**src/sv/thp_pkg.sv**
```systemverilog
// Shared types, constants and helpers of the texture header parser.
// No dependencies; used by every module of the block.
package thp_pkg;

  localparam int POS_W     = 32;
  localparam int RES_DEPTH = 4;
  localparam int RES_PTR_W = $clog2(RES_DEPTH);
  localparam int RES_CNT_W = $clog2(RES_DEPTH + 1);

  localparam logic [3:0][7:0] TAG_MARKER = {8'h54, 8'h41, 8'h47, 8'h47};

  // palette skip left after replaying the partial marker GG or GGA
  localparam logic [31:0] SKIP_AFTER_GG  = 32'h0000_D5D4;
  localparam logic [31:0] SKIP_AFTER_GGA = 32'h0000_D5D3;
  localparam logic [31:0] ACC_GG         = 32'h0000_4747;

  typedef enum logic [1:0] {
    KIND_MIP     = 2'd0,
    KIND_DONE    = 2'd1,
    KIND_TRUNC   = 2'd2,
    KIND_UNKNOWN = 2'd3
  } kind_e;

  typedef enum logic [11:0] {
    PH_TYPE       = 12'h001,
    PH_TAG_SCAN   = 12'h002,
    PH_TAG_NAME   = 12'h004,
    PH_TAG_LEN    = 12'h008,
    PH_TAG_BODY   = 12'h010,
    PH_PAL_COUNT  = 12'h020,
    PH_PAL_SKIP   = 12'h040,
    PH_MIP_WIDTH  = 12'h080,
    PH_MIP_HEIGHT = 12'h100,
    PH_MIP_LEN    = 12'h200,
    PH_MIP_BODY   = 12'h400,
    PH_FINISHED   = 12'h800
  } phase_e;

  typedef struct packed {
    logic [7:0] byte_value;
    logic       end_of_file;
  } thp_in_t;

  typedef struct packed {
    kind_e        result_kind;
    logic [15:0]  format_code;
    logic         is_compressed;
    logic [14:0]  mip_width;
    logic [15:0]  mip_height;
    logic [31:0]  payload_offset;
    logic [23:0]  payload_length;
    logic [15:0]  mip_total;
    logic         final_result;
  } thp_out_t;

  typedef struct packed {
    logic [1:0] num;
    thp_out_t   slot0;
    thp_out_t   slot1;
  } res_push_t;

  function automatic logic known_code(logic [15:0] w);
    logic hit;
    case (w)
      16'hFF01, 16'hFF02, 16'hFF03, 16'hFF04, 16'hFF05,
      16'h4444, 16'h1555, 16'h8888, 16'h8080: hit = 1'b1;
      default: hit = 1'b0;
    endcase
    return hit;
  endfunction

  function automatic thp_out_t final_res(kind_e k, logic [15:0] fmt, logic [15:0] total);
    thp_out_t r;
    r                = '0;
    r.result_kind    = k;
    r.format_code    = fmt;
    r.mip_total      = total;
    r.final_result   = 1'b1;
    return r;
  endfunction

endpackage

```
**src/sv/texture_header_parser.sv**
```systemverilog
// Top level of the texture header parser.
// Uses thp_pkg, thp_core and thp_res_fifo.
//
// Usage: feed the file one byte per input transfer on in_*; mark the last
// byte with end_of_file. Results leave on out_*: one mipmap record as soon
// as its payload bytes are skipped, then a final done, truncated or
// unknown-format result. A truncated result after records voids them.
// Throughput: one byte per cycle while in_ready_o is high; the header state
// machine updates once per accepted byte.
// Results: a result caused by a byte is held in the queue from the cycle
// after that byte's transfer. A byte with end_of_file may cause two results.
// Stall: results wait in a four-entry queue; in_ready_o drops while fewer
// than two entries are free and rises again as results are taken.
// Reset: empties the queue and returns the parser to the start of a file;
// after every end_of_file byte the parser restarts the same way.
module texture_header_parser (
  input  logic              clk_i,
  input  logic              rst_ni,
  input  logic              in_valid_i,
  output logic              in_ready_o,
  input  thp_pkg::thp_in_t  in_data_i,
  output logic              out_valid_o,
  input  logic              out_ready_i,
  output thp_pkg::thp_out_t out_data_o
);

  thp_pkg::res_push_t push;
  logic               space;
  logic               step;

  assign in_ready_o = space;
  assign step       = in_valid_i && space;

  thp_core u_core (
    .clk_i     (clk_i),
    .rst_ni    (rst_ni),
    .step_i    (step),
    .in_data_i (in_data_i),
    .push_o    (push)
  );

  thp_res_fifo u_fifo (
    .clk_i       (clk_i),
    .rst_ni      (rst_ni),
    .push_i      (push),
    .space_o     (space),
    .out_valid_o (out_valid_o),
    .out_ready_i (out_ready_i),
    .out_data_o  (out_data_o)
  );

endmodule

```
**src/sv/thp_core.sv**
```systemverilog
// Byte-level header state machine of the texture header parser.
// Uses thp_pkg; hands up to two results per byte to the result queue.
module thp_core (
  input  logic              clk_i,
  input  logic              rst_ni,
  input  logic              step_i,
  input  thp_pkg::thp_in_t  in_data_i,
  output thp_pkg::res_push_t push_o
);

  thp_pkg::phase_e           phase_q, phase_d;
  logic [1:0]                idx_q, idx_d;
  logic [31:0]               acc_q, acc_d;
  logic [31:0]               skip_q, skip_d;
  logic [thp_pkg::POS_W-1:0] pos_q, pos_d;
  logic [15:0]               type_q, type_d;
  logic [15:0]               mips_q, mips_d;
  logic [15:0]               praw_q, praw_d;
  logic [15:0]               phgt_q, phgt_d;

  always_comb begin
    logic [7:0]                b;
    logic [31:0]               acc_g;
    logic [31:0]               skip_dec;
    logic [15:0]               cnt;
    logic [23:0]               len;
    logic [thp_pkg::POS_W-1:0] pos_inc;
    logic [thp_pkg::POS_W-1:0] off_full;
    logic                      rec;
    logic                      fin;
    thp_pkg::thp_out_t         res_a;
    thp_pkg::thp_out_t         res_t;

    b        = in_data_i.byte_value;
    acc_g    = acc_q | ({24'd0, b} << {idx_q, 3'b000});
    skip_dec = skip_q - 32'd1;
    pos_inc  = pos_q + thp_pkg::POS_W'(1);
    cnt      = '0;
    len      = '0;
    rec      = 1'b0;
    fin      = 1'b0;
    res_a    = '0;

    phase_d = phase_q;
    idx_d   = idx_q;
    acc_d   = acc_q;
    skip_d  = skip_q;
    type_d  = type_q;
    mips_d  = mips_q;
    praw_d  = praw_q;
    phgt_d  = phgt_q;

    case (phase_q)
      thp_pkg::PH_TYPE: begin
        acc_d = acc_g;
        idx_d = idx_q + 2'd1;
        if (idx_q >= 2'd1) begin
          idx_d  = '0;
          type_d = acc_g[15:0];
          if (thp_pkg::known_code(acc_g[15:0])) begin
            phase_d = thp_pkg::PH_TAG_SCAN;
          end else begin
            phase_d = thp_pkg::PH_FINISHED;
            fin     = 1'b1;
            res_a   = thp_pkg::final_res(thp_pkg::KIND_UNKNOWN, acc_g[15:0], mips_q);
          end
        end
      end
      thp_pkg::PH_TAG_SCAN: begin
        if (b == thp_pkg::TAG_MARKER[idx_q]) begin
          idx_d = idx_q + 2'd1;
          if (idx_q == 2'd3) begin
            phase_d = thp_pkg::PH_TAG_NAME;
            skip_d  = 32'd4;
            idx_d   = '0;
          end
        end else begin
          idx_d = '0;
          case (idx_q)
            2'd0: begin
              phase_d = thp_pkg::PH_PAL_COUNT;
              idx_d   = 2'd1;
              acc_d   = {24'd0, b};
            end
            2'd1: begin
              cnt     = {b, thp_pkg::TAG_MARKER[0]};
              phase_d = thp_pkg::PH_PAL_SKIP;
              acc_d   = {16'd0, cnt};
              skip_d  = {15'd0, cnt, 1'b0} + {16'd0, cnt};
            end
            2'd2: begin
              phase_d = thp_pkg::PH_PAL_SKIP;
              acc_d   = thp_pkg::ACC_GG;
              skip_d  = thp_pkg::SKIP_AFTER_GG;
            end
            default: begin
              phase_d = thp_pkg::PH_PAL_SKIP;
              acc_d   = thp_pkg::ACC_GG;
              skip_d  = thp_pkg::SKIP_AFTER_GGA;
            end
          endcase
        end
      end
      thp_pkg::PH_TAG_NAME: begin
        skip_d = skip_dec;
        if (skip_dec == '0) begin
          phase_d = thp_pkg::PH_TAG_LEN;
          idx_d   = '0;
          acc_d   = '0;
        end
      end
      thp_pkg::PH_TAG_LEN: begin
        acc_d = acc_g;
        idx_d = idx_q + 2'd1;
        if (idx_q == 2'd3) begin
          idx_d   = '0;
          skip_d  = acc_g;
          acc_d   = '0;
          phase_d = (acc_g == '0) ? thp_pkg::PH_TAG_SCAN : thp_pkg::PH_TAG_BODY;
        end
      end
      thp_pkg::PH_TAG_BODY: begin
        skip_d = skip_dec;
        if (skip_dec == '0) begin
          phase_d = thp_pkg::PH_TAG_SCAN;
          idx_d   = '0;
        end
      end
      thp_pkg::PH_PAL_COUNT: begin
        acc_d = acc_g;
        idx_d = idx_q + 2'd1;
        if (idx_q >= 2'd1) begin
          idx_d = '0;
          cnt   = acc_g[15:0];
          if (cnt == '0) begin
            phase_d = thp_pkg::PH_MIP_WIDTH;
            acc_d   = '0;
          end else begin
            phase_d = thp_pkg::PH_PAL_SKIP;
            skip_d  = {15'd0, cnt, 1'b0} + {16'd0, cnt};
          end
        end
      end
      thp_pkg::PH_PAL_SKIP: begin
        skip_d = skip_dec;
        if (skip_dec == '0) begin
          phase_d = thp_pkg::PH_MIP_WIDTH;
          idx_d   = '0;
          acc_d   = '0;
        end
      end
      thp_pkg::PH_MIP_WIDTH: begin
        acc_d = acc_g;
        idx_d = idx_q + 2'd1;
        if (idx_q >= 2'd1) begin
          praw_d  = acc_g[15:0];
          phase_d = thp_pkg::PH_MIP_HEIGHT;
          idx_d   = '0;
          acc_d   = '0;
        end
      end
      thp_pkg::PH_MIP_HEIGHT: begin
        acc_d = acc_g;
        idx_d = idx_q + 2'd1;
        if (idx_q >= 2'd1) begin
          phgt_d = acc_g[15:0];
          idx_d  = '0;
          if (praw_q == '0 && acc_g[15:0] == '0) begin
            phase_d = thp_pkg::PH_FINISHED;
            fin     = 1'b1;
            res_a   = thp_pkg::final_res((mips_q == '0) ? thp_pkg::KIND_TRUNC
                                                        : thp_pkg::KIND_DONE,
                                         type_q, mips_q);
          end else begin
            phase_d = thp_pkg::PH_MIP_LEN;
            acc_d   = '0;
          end
        end
      end
      thp_pkg::PH_MIP_LEN: begin
        acc_d = acc_g;
        idx_d = idx_q + 2'd1;
        if (idx_q >= 2'd2) begin
          idx_d = '0;
          len   = acc_g[23:0];
          if (len == '0) begin
            phase_d = thp_pkg::PH_MIP_WIDTH;
            acc_d   = '0;
            rec     = 1'b1;
          end else begin
            skip_d  = {8'd0, len};
            acc_d   = {8'd0, len};
            phase_d = thp_pkg::PH_MIP_BODY;
          end
        end
      end
      thp_pkg::PH_MIP_BODY: begin
        skip_d = skip_dec;
        if (skip_dec == '0) begin
          len     = acc_q[23:0];
          phase_d = thp_pkg::PH_MIP_WIDTH;
          idx_d   = '0;
          acc_d   = '0;
          rec     = 1'b1;
        end
      end
      default: begin
      end
    endcase

    off_full = pos_inc - thp_pkg::POS_W'(len);
    if (rec) begin
      if (mips_q != 16'hFFFF) begin
        mips_d = mips_q + 16'd1;
      end
      res_a.result_kind    = thp_pkg::KIND_MIP;
      res_a.format_code    = type_d;
      res_a.is_compressed  = praw_q[15];
      res_a.mip_width      = praw_q[14:0];
      res_a.mip_height     = phgt_q;
      res_a.payload_offset = 32'(off_full);
      res_a.payload_length = len;
      res_a.mip_total      = mips_d;
      res_a.final_result   = 1'b0;
    end

    res_t = thp_pkg::final_res(thp_pkg::KIND_TRUNC, type_d, mips_d);

    push_o       = '0;
    push_o.slot0 = res_a;
    if (step_i) begin
      if (rec || fin) begin
        push_o.num = 2'd1;
      end
      if (in_data_i.end_of_file && phase_d != thp_pkg::PH_FINISHED) begin
        if (rec) begin
          push_o.num   = 2'd2;
          push_o.slot1 = res_t;
        end else begin
          push_o.num   = 2'd1;
          push_o.slot0 = res_t;
        end
      end
    end

    pos_d = pos_inc;
    if (in_data_i.end_of_file) begin
      phase_d = thp_pkg::PH_TYPE;
      idx_d   = '0;
      acc_d   = '0;
      skip_d  = '0;
      pos_d   = '0;
      type_d  = '0;
      mips_d  = '0;
      praw_d  = '0;
      phgt_d  = '0;
    end
  end

  always_ff @(posedge clk_i or negedge rst_ni) begin
    if (!rst_ni) begin
      phase_q <= thp_pkg::PH_TYPE;
      idx_q   <= '0;
      acc_q   <= '0;
      skip_q  <= '0;
      pos_q   <= '0;
      type_q  <= '0;
      mips_q  <= '0;
      praw_q  <= '0;
      phgt_q  <= '0;
    end else if (step_i) begin
      phase_q <= phase_d;
      idx_q   <= idx_d;
      acc_q   <= acc_d;
      skip_q  <= skip_d;
      pos_q   <= pos_d;
      type_q  <= type_d;
      mips_q  <= mips_d;
      praw_q  <= praw_d;
      phgt_q  <= phgt_d;
    end
  end

endmodule

```
**src/sv/thp_res_fifo.sv**
```systemverilog
// Result queue of the texture header parser: takes up to two results a cycle.
// Uses thp_pkg; fed by thp_core, drives the output channel.
module thp_res_fifo (
  input  logic               clk_i,
  input  logic               rst_ni,
  input  thp_pkg::res_push_t push_i,
  output logic               space_o,
  output logic               out_valid_o,
  input  logic               out_ready_i,
  output thp_pkg::thp_out_t  out_data_o
);

  thp_pkg::thp_out_t              mem_q [thp_pkg::RES_DEPTH];
  logic [thp_pkg::RES_PTR_W-1:0]  wptr_q, wptr_d;
  logic [thp_pkg::RES_PTR_W-1:0]  rptr_q, rptr_d;
  logic [thp_pkg::RES_CNT_W-1:0]  count_q, count_d;
  logic                           pop;

  assign out_valid_o = (count_q != '0);
  assign out_data_o  = mem_q[rptr_q];
  assign space_o     = (count_q <= thp_pkg::RES_CNT_W'(thp_pkg::RES_DEPTH - 2));
  assign pop         = out_valid_o && out_ready_i;

  always_comb begin
    wptr_d  = wptr_q + thp_pkg::RES_PTR_W'(push_i.num);
    rptr_d  = rptr_q + thp_pkg::RES_PTR_W'(pop);
    count_d = count_q + thp_pkg::RES_CNT_W'(push_i.num) - thp_pkg::RES_CNT_W'(pop);
  end

  always_ff @(posedge clk_i) begin
    if (push_i.num != 2'd0) begin
      mem_q[wptr_q] <= push_i.slot0;
    end
    if (push_i.num == 2'd2) begin
      mem_q[wptr_q + thp_pkg::RES_PTR_W'(1)] <= push_i.slot1;
    end
  end

  always_ff @(posedge clk_i or negedge rst_ni) begin
    if (!rst_ni) begin
      wptr_q  <= '0;
      rptr_q  <= '0;
      count_q <= '0;
    end else begin
      wptr_q  <= wptr_d;
      rptr_q  <= rptr_d;
      count_q <= count_d;
    end
  end

endmodule

```
**config.mk**
```make
export PLATFORM = sky130hd
export DESIGN_NAME = texture_header_parser
export DESIGN_NICKNAME = d
export VERILOG_FILES = /design/src/sv/thp_pkg.sv /design/src/sv/texture_header_parser.sv /design/src/sv/thp_core.sv /design/src/sv/thp_res_fifo.sv
export SDC_FILE = /design/constraint.sdc
export NUM_CORES = 2
export LEC_CHECK = 0
export BUFFER_PORTS_ARGS = -buffer_cell sky130_fd_sc_hd__clkbuf_2
export CAP_MARGIN = 0
export CORE_AREA = 8 8 274 276
export DETAILED_ROUTE_END_ITERATION = 6
export DIE_AREA = 0 0 282 284
export PLACE_DENSITY = 0.76
export SLEW_MARGIN = 20
export SYNTH_ARGS = -nofsm -noshare
export SYNTH_HDL_FRONTEND = slang
export SYNTH_SLANG_ARGS = --single-unit
```
**constraint.sdc**
```tcl
create_clock -name clk_i -period 5.4 [get_ports clk_i]
set_input_delay 0 -clock clk_i [delete_from_list [all_inputs] [get_ports clk_i]]
set_output_delay 0 -clock clk_i [all_outputs]
set_load 0.05 [all_outputs]
```
# Word level (Yosys, flattened, before mapping)
# Memory sizes are Yosys's and may differ from the RTL's.
# Index checks and enable logic that the tools add are counted.
# W data, S select, Z words.
[op_classes] shifts=1 bitwise_logic=1 order_cmp=4 addsub=12 eq_ne=37 n_reduce_logical=30 muxes=96
[op_table] cell="$mux W123" count=7
[op_table] cell="$mux W32" count=19
[op_table] cell="$mux W248" count=2
[op_table] cell="$pmux W32 S8" count=1
[op_table] cell="$pmux W123 S2" count=1
[op_table] cell="$mux W16" count=11
[op_table] cell="$mux W12" count=14
[op_table] cell="$pmux W32 S5" count=1
[op_table] cell="$pmux W12 S10" count=1
[op_table] cell="$eq A16 B16 Y1 const B" count=7
[op_table] cell="$pmux W32 S3" count=1
[op_table] cell="$mux W24" count=3
[op_table] cell="$logic_not A32 Y1" count=2
[op_table] cell="$logic_not A16 Y1" count=3
[op_table] cell="$pmux W24 S2" count=1
[op_table] cell="$add A17 B16 Y18" count=2
[op_table] cell="$add A32 B1 Y32 const B" count=1
[op_table] cell="$or A32 B32 Y32" count=1
[op_table] cell="$pmux W16 S2" count=1
[op_table] cell="$shl A8 B5 Y32" count=1
[op_table] cell="$sub A32 B1 Y32 const B" count=1
[op_table] cell="$sub A32 B24 Y32" count=1
[op_table] cell="$logic_not A24 Y1" count=1
[op_table] cell="$add A16 B1 Y16 const B" count=1
[op_table] cell="other kinds (55)" count=97
[word_totals] ff_bits=181 out_inout_bits=125 word_cells=194 ramBits=492 memories=1 inputBits=13
[memory_table] name="u_fifo.mem_q" words=4 width=123 read_ports=1 rd_clocked_by_memory_dff=0 write_ports=2 line_no="thp_res_fifo.sv:13" source="thp_pkg::thp_out_t mem_q [thp_pkg::RES_DEPTH];"

# Depth between registers and ports, before layout
[logic_depth] ltp_word=17 ltp_mapped=26 ltp_nobuf=24

# By module
# Synthesis repeated with hierarchy kept, for this count alone.
[hier_totals] cells_unflattened=3307 area_unflattened_um2=40154.8
[modules_own_cells] module="thp_res_fifo" instances=1 seq_area_each_um2=14949.3 cells_per_inst=1237 area_per_inst_um2=24055.6
[modules_own_cells] module="thp_core" instances=1 seq_area_each_um2=4355.4 cells_per_inst=2069 area_per_inst_um2=16092.9
[modules_own_cells] module="texture_header_parser" instances=1 seq_area_each_um2=0.0 cells_per_inst=1 area_per_inst_um2=6.3

# Least setup slack after synthesis
# No wires, ideal clock.
[synth_path] path_kind="reg2reg" from="register u_core.skip_q[0]" to="memory u_fifo.mem_q[0][66] in the netlist's numbering" setup_ns=0.125 path_stages_with_launch=26 n_path_buf=1 path_slack_ns=-0.325 t_required_ns=5.275 period_less_slack_ns=5.725 arrival_time_ns=5.601 cell_sequence="dfrtp_1 -> inv_1 -> ha_1 -> nor4b_2 -> and4_1 -> and2b_1 -> and3_1 -> o21ai_0 -> or4_1 -> nor2_1 -> clkbuf_1 -> nand2_1 -> o21ai_0 -> inv_1 -> ha_1 -> nor2b_1 -> o2111ai_1 -> a31oi_1 -> a21o_1 -> o41a_1 -> a21o_1 -> o21ai_0 -> a21oi_1 -> nor3_1 -> xor2_1 -> o21ai_0"
[synth_lines] element="from (decl)" line_no="thp_core.sv:14" source="logic [31:0] skip_q, skip_d;"
[synth_lines] element="from (signal assigned)" line_no="thp_core.sv:275" source="skip_q <= skip_d;"
[synth_lines] element="to (decl)" line_no="thp_res_fifo.sv:13"

==> results.yml <==
run_status:
  status: "complete, but fails checks"
  violations: "design-rule violations, negative setup slack"
worst_setup_path:
  slowest_stage: "or4_4"
  crit_family: "simple AND/OR/NAND/NOR gates"
  worstPathArrival_ns: 6.14
  required_ns: 5.97
  reg2reg_to: "u_fifo.mem_q[0][63]"
  cp_num_buf_inv: 5
  reg2reg_depth: 26
  r2r_start: "u_core.skip_q[0]"
  start_kind: "register"
  max_stage_delay_ns: 0.63
  worstSetupEndpointType: "register"
  regToRegSetupSlack_ns: -0.17
  critPathKind: "reg -> reg"
  crit_fanout: 5
yosys:
  synth-seq-cells: 673
  syn_nets: 3786
  ys.flop_type: "dfxtp_1"
  syn_area_um2: 35000
  synthAdderAreaFrac_pct: 3.30
  synthDominantCellAreaShare_pct: 20.4
  seq_area_frac_synth_pct: 45.0
  ys_warn_count: 0
  synth_area_leader_cell: "dfxtp_1"
  synth_compound_area_share_pct: 18.2
  synth_xor_area_share_pct: 2.80
  yosys-top-cells-area: "dfxtp_1 20%, dfrtp_1 13%, edfxtp_1 12%, mux4_2 7.9%, o21ai_0 7.4%"
  synth_cells: 3683
  synth_mux_area_share_pct: 9.35
  synth_edf_count: 136
  synth_top_family_by_area: "compound AO/OA/AOI/OAI gates"
  async_reset_ff_share_pct: 26.9
  syn_avg_cell_area_um2: 9.50
  synth-simple-area-share_pct: 16.7
  yosysUniqueCellTypes: 98
route:
  drc_errors: 1
  ant_nets: 0
  vias: 31684
  wl_per_cell_um: 23.1
  wirelength_um: 114000
  drtIter0Drc: 3797
  vias_per_cell: 6.44
  firstDrtPassIters: 7
cells_and_area:
  finalNonFillerCells: 4919
  final_cell_mix: "467 x o21ai_0, 416 x nand3_1, 356 x dfxtp_1"
  design_area_um2: 41400
  drive_gt1_share_pct: 21.3
  finish.utilization_pct: 58.6
  syn2layout_area_growth_pct: 18.4
  layout.nets: 4012
  final_common_cell: "o21ai_0"
  fillers: 5835
cts:
  cts_tree: "yes"
  root_buffer: "clkbuf_16"
  htreeDepth: 3
  cts_sinks: 673
  clk_path_buf_depth: 3
  clock_latency_ns: 0.64
  path_clk_slew_ns: 0.06
  cts_made_buffers: 72
sta:
  clock.fmax_mhz: 180
  period_minus_slack_ns: 5.57
  final.setup_skew_ns: 0.0212
  slew_violations: 0
  max-slew-margin-rel_pct: 26.2
  worst_slew_pin_slew_ns: 1.10
  fin_setup_tns_ns: -4.09
  finalHoldViolCount: 0
  final.setup.worst_slack_ns: -0.170
  rsz0062_at_grt: "yes"
  setup_viol: 37
  whs_ns: 0.0553
  post-route-period-util_pct: 103
placed_design:
  gp_congestion: 0.990
  port_buffers: 137
  placed_cells: 4745
  dp_hpwl_um: 76000
  place_area_um2: 38200
  dp_slack_ns: -0.343
global_routing:
  grt_pass1_wl_um: 176000
  grt_pass1_vias: 30554
  grt_usage_pct: 27.4
  grt_max_degree: 140
  grt-ovfl-total: 0
  antenna_found_initial: 1
die:
  die_w_um: 282
  die_y_um: 284
  rows: 98
  core_area_um2: 70800
  start_util_pct: 49.5
  io-pin-count: 138
  dieArea_um2: 80100
pwr:
  power.density_nw_per_um2: 476
  total_power_mw: 19.7
  power.leakage_nw: 15.8
  vdd_drop_max_v: 0.000350
run:
  cap_violations: 0
hold_path:
  hold_path.class: "in -> reg"
  holdCritStartpoint: "in_data_i[1]"
  hold_path_depth: 3
  min_to: "u_core.skip_q[8]"
[timing repair]
action / CTS / global route
setup endpoints to repair: 50 / 64
endpoints found under the hold margin: 217 / 0
pin swaps: 26 / 41
hold buffers: 13 / 0
gates resized for setup: 56 / 90
buffers inserted: 14 / 15
cloned: 1 / 0
[where the power goes]
group	switching (mW)	internal (mW)
Clock	2.14	2.92
Combinational	5.22	3.09
Sequential	0.670	5.67
[sequential cells by signal, indices dropped and copies added (netlist names), 12 cells and up]
| register | flops |
|---|---|
| u_core.phase_q | 12 |
| u_core.pos_q | 32 |
| u_core.acc_q | 32 |
| u_core.skip_q | 32 |
| u_fifo.mem_q | 492 |
| u_core.type_q | 16 |
| u_core.praw_q | 16 |
| u_core.mips_q | 16 |
| u_core.phgt_q | 16 |
[per-layer routing]
metal | global-route usage, % | share of wire [%] | vias up
met5 | 0 | 0.0097 | -
met4 | 12.3 | 4.8 | 2
met3 | 6.07 | 9.9 | 354
met2 | 42.5 | 46 | 1745
met1 | 36.4 | 39 | 15435
li1 | - | - | 14148
[how the worst max path moves through the flow]
stage / start / end / cells after the start
floorplan: u_core.skip_q[0] / u_fifo.mem_q[0][66] / 25
global placement: u_core.skip_q[1] / u_fifo.mem_q[1][72] / 24
detailed placement: u_core.skip_q[1] / u_fifo.mem_q[1][72] / 24
CTS: u_core.skip_q[4] / u_fifo.mem_q[3][72] / 22
global route: u_core.skip_q[0] / u_fifo.mem_q[2][63] / 26
finish: u_core.skip_q[0] / u_fifo.mem_q[0][63] / 26
[cells in the mapped netlist, drive strengths merged (14+ instances only)]
cell type	count
o21ai	557
nand3	420
dfxtp	356
nand2	242
clkbuf	210
nor2	193
dfrtp	180
a21oi	158
edfxtp	136
mux4	123
o22ai	107
buf	90
ha	86
inv	74
nand4	70
xnor2	70
nor3	59
xor2	42
a21o	38
a31oi	37
a22oi	34
mux2	32
nor4	31
nand2b	26
and3	24
or2	23
and2	20
o31ai	20
a22o	15
mux2i	14
or3	14
[cells by family after synthesis]
group	count (synthesis)
compound gates	1080
xor+xnor	112
fa+ha+maj	90
buf+inv	375
flops	673
mux	169
simple gates	1184
[area by class of cell]
class / instances / area, um2 / share of cell area, %
antenna: 1 / 2.50 / 0.00604
clock buffer: 110 / 2150 / 5.18
clock inverter: 23 / 288 / 0.695
inverter: 75 / 282 / 0.680
multi-input combinational: 2636 / 18200 / 44.0
sequential: 673 / 15700 / 38.0
tap: 950 / 1190 / 2.87
timing repair buffer: 451 / 3530 / 8.53
[worst register-to-register path: stages (launching register included)]
cell and delay (ns):
dfrtp_1 0.39, inv_2 0.09, ha_4 0.16, or4b_4 0.51, nor3_4 0.21, xor2_1 0.09, nor2_1 0.16, nand4_1 0.13
or4_4 0.63, nor2_4 0.27, buf_6 0.15, a22oi_2 0.09, ha_2 0.23, buf_6 0.12, o21a_1 0.17, o21a_1 0.16
o21a_1 0.22, o221ai_2 0.20, buf_4 0.16, o2111ai_4 0.15, a31oi_4 0.25, buf_6 0.13, o21bai_4 0.06, a221o_1 0.31
xor2_1 0.20, nand2_1 0.15, o21ai_1 0.16
No activity file was read; power rests on OpenSTA's default activity.
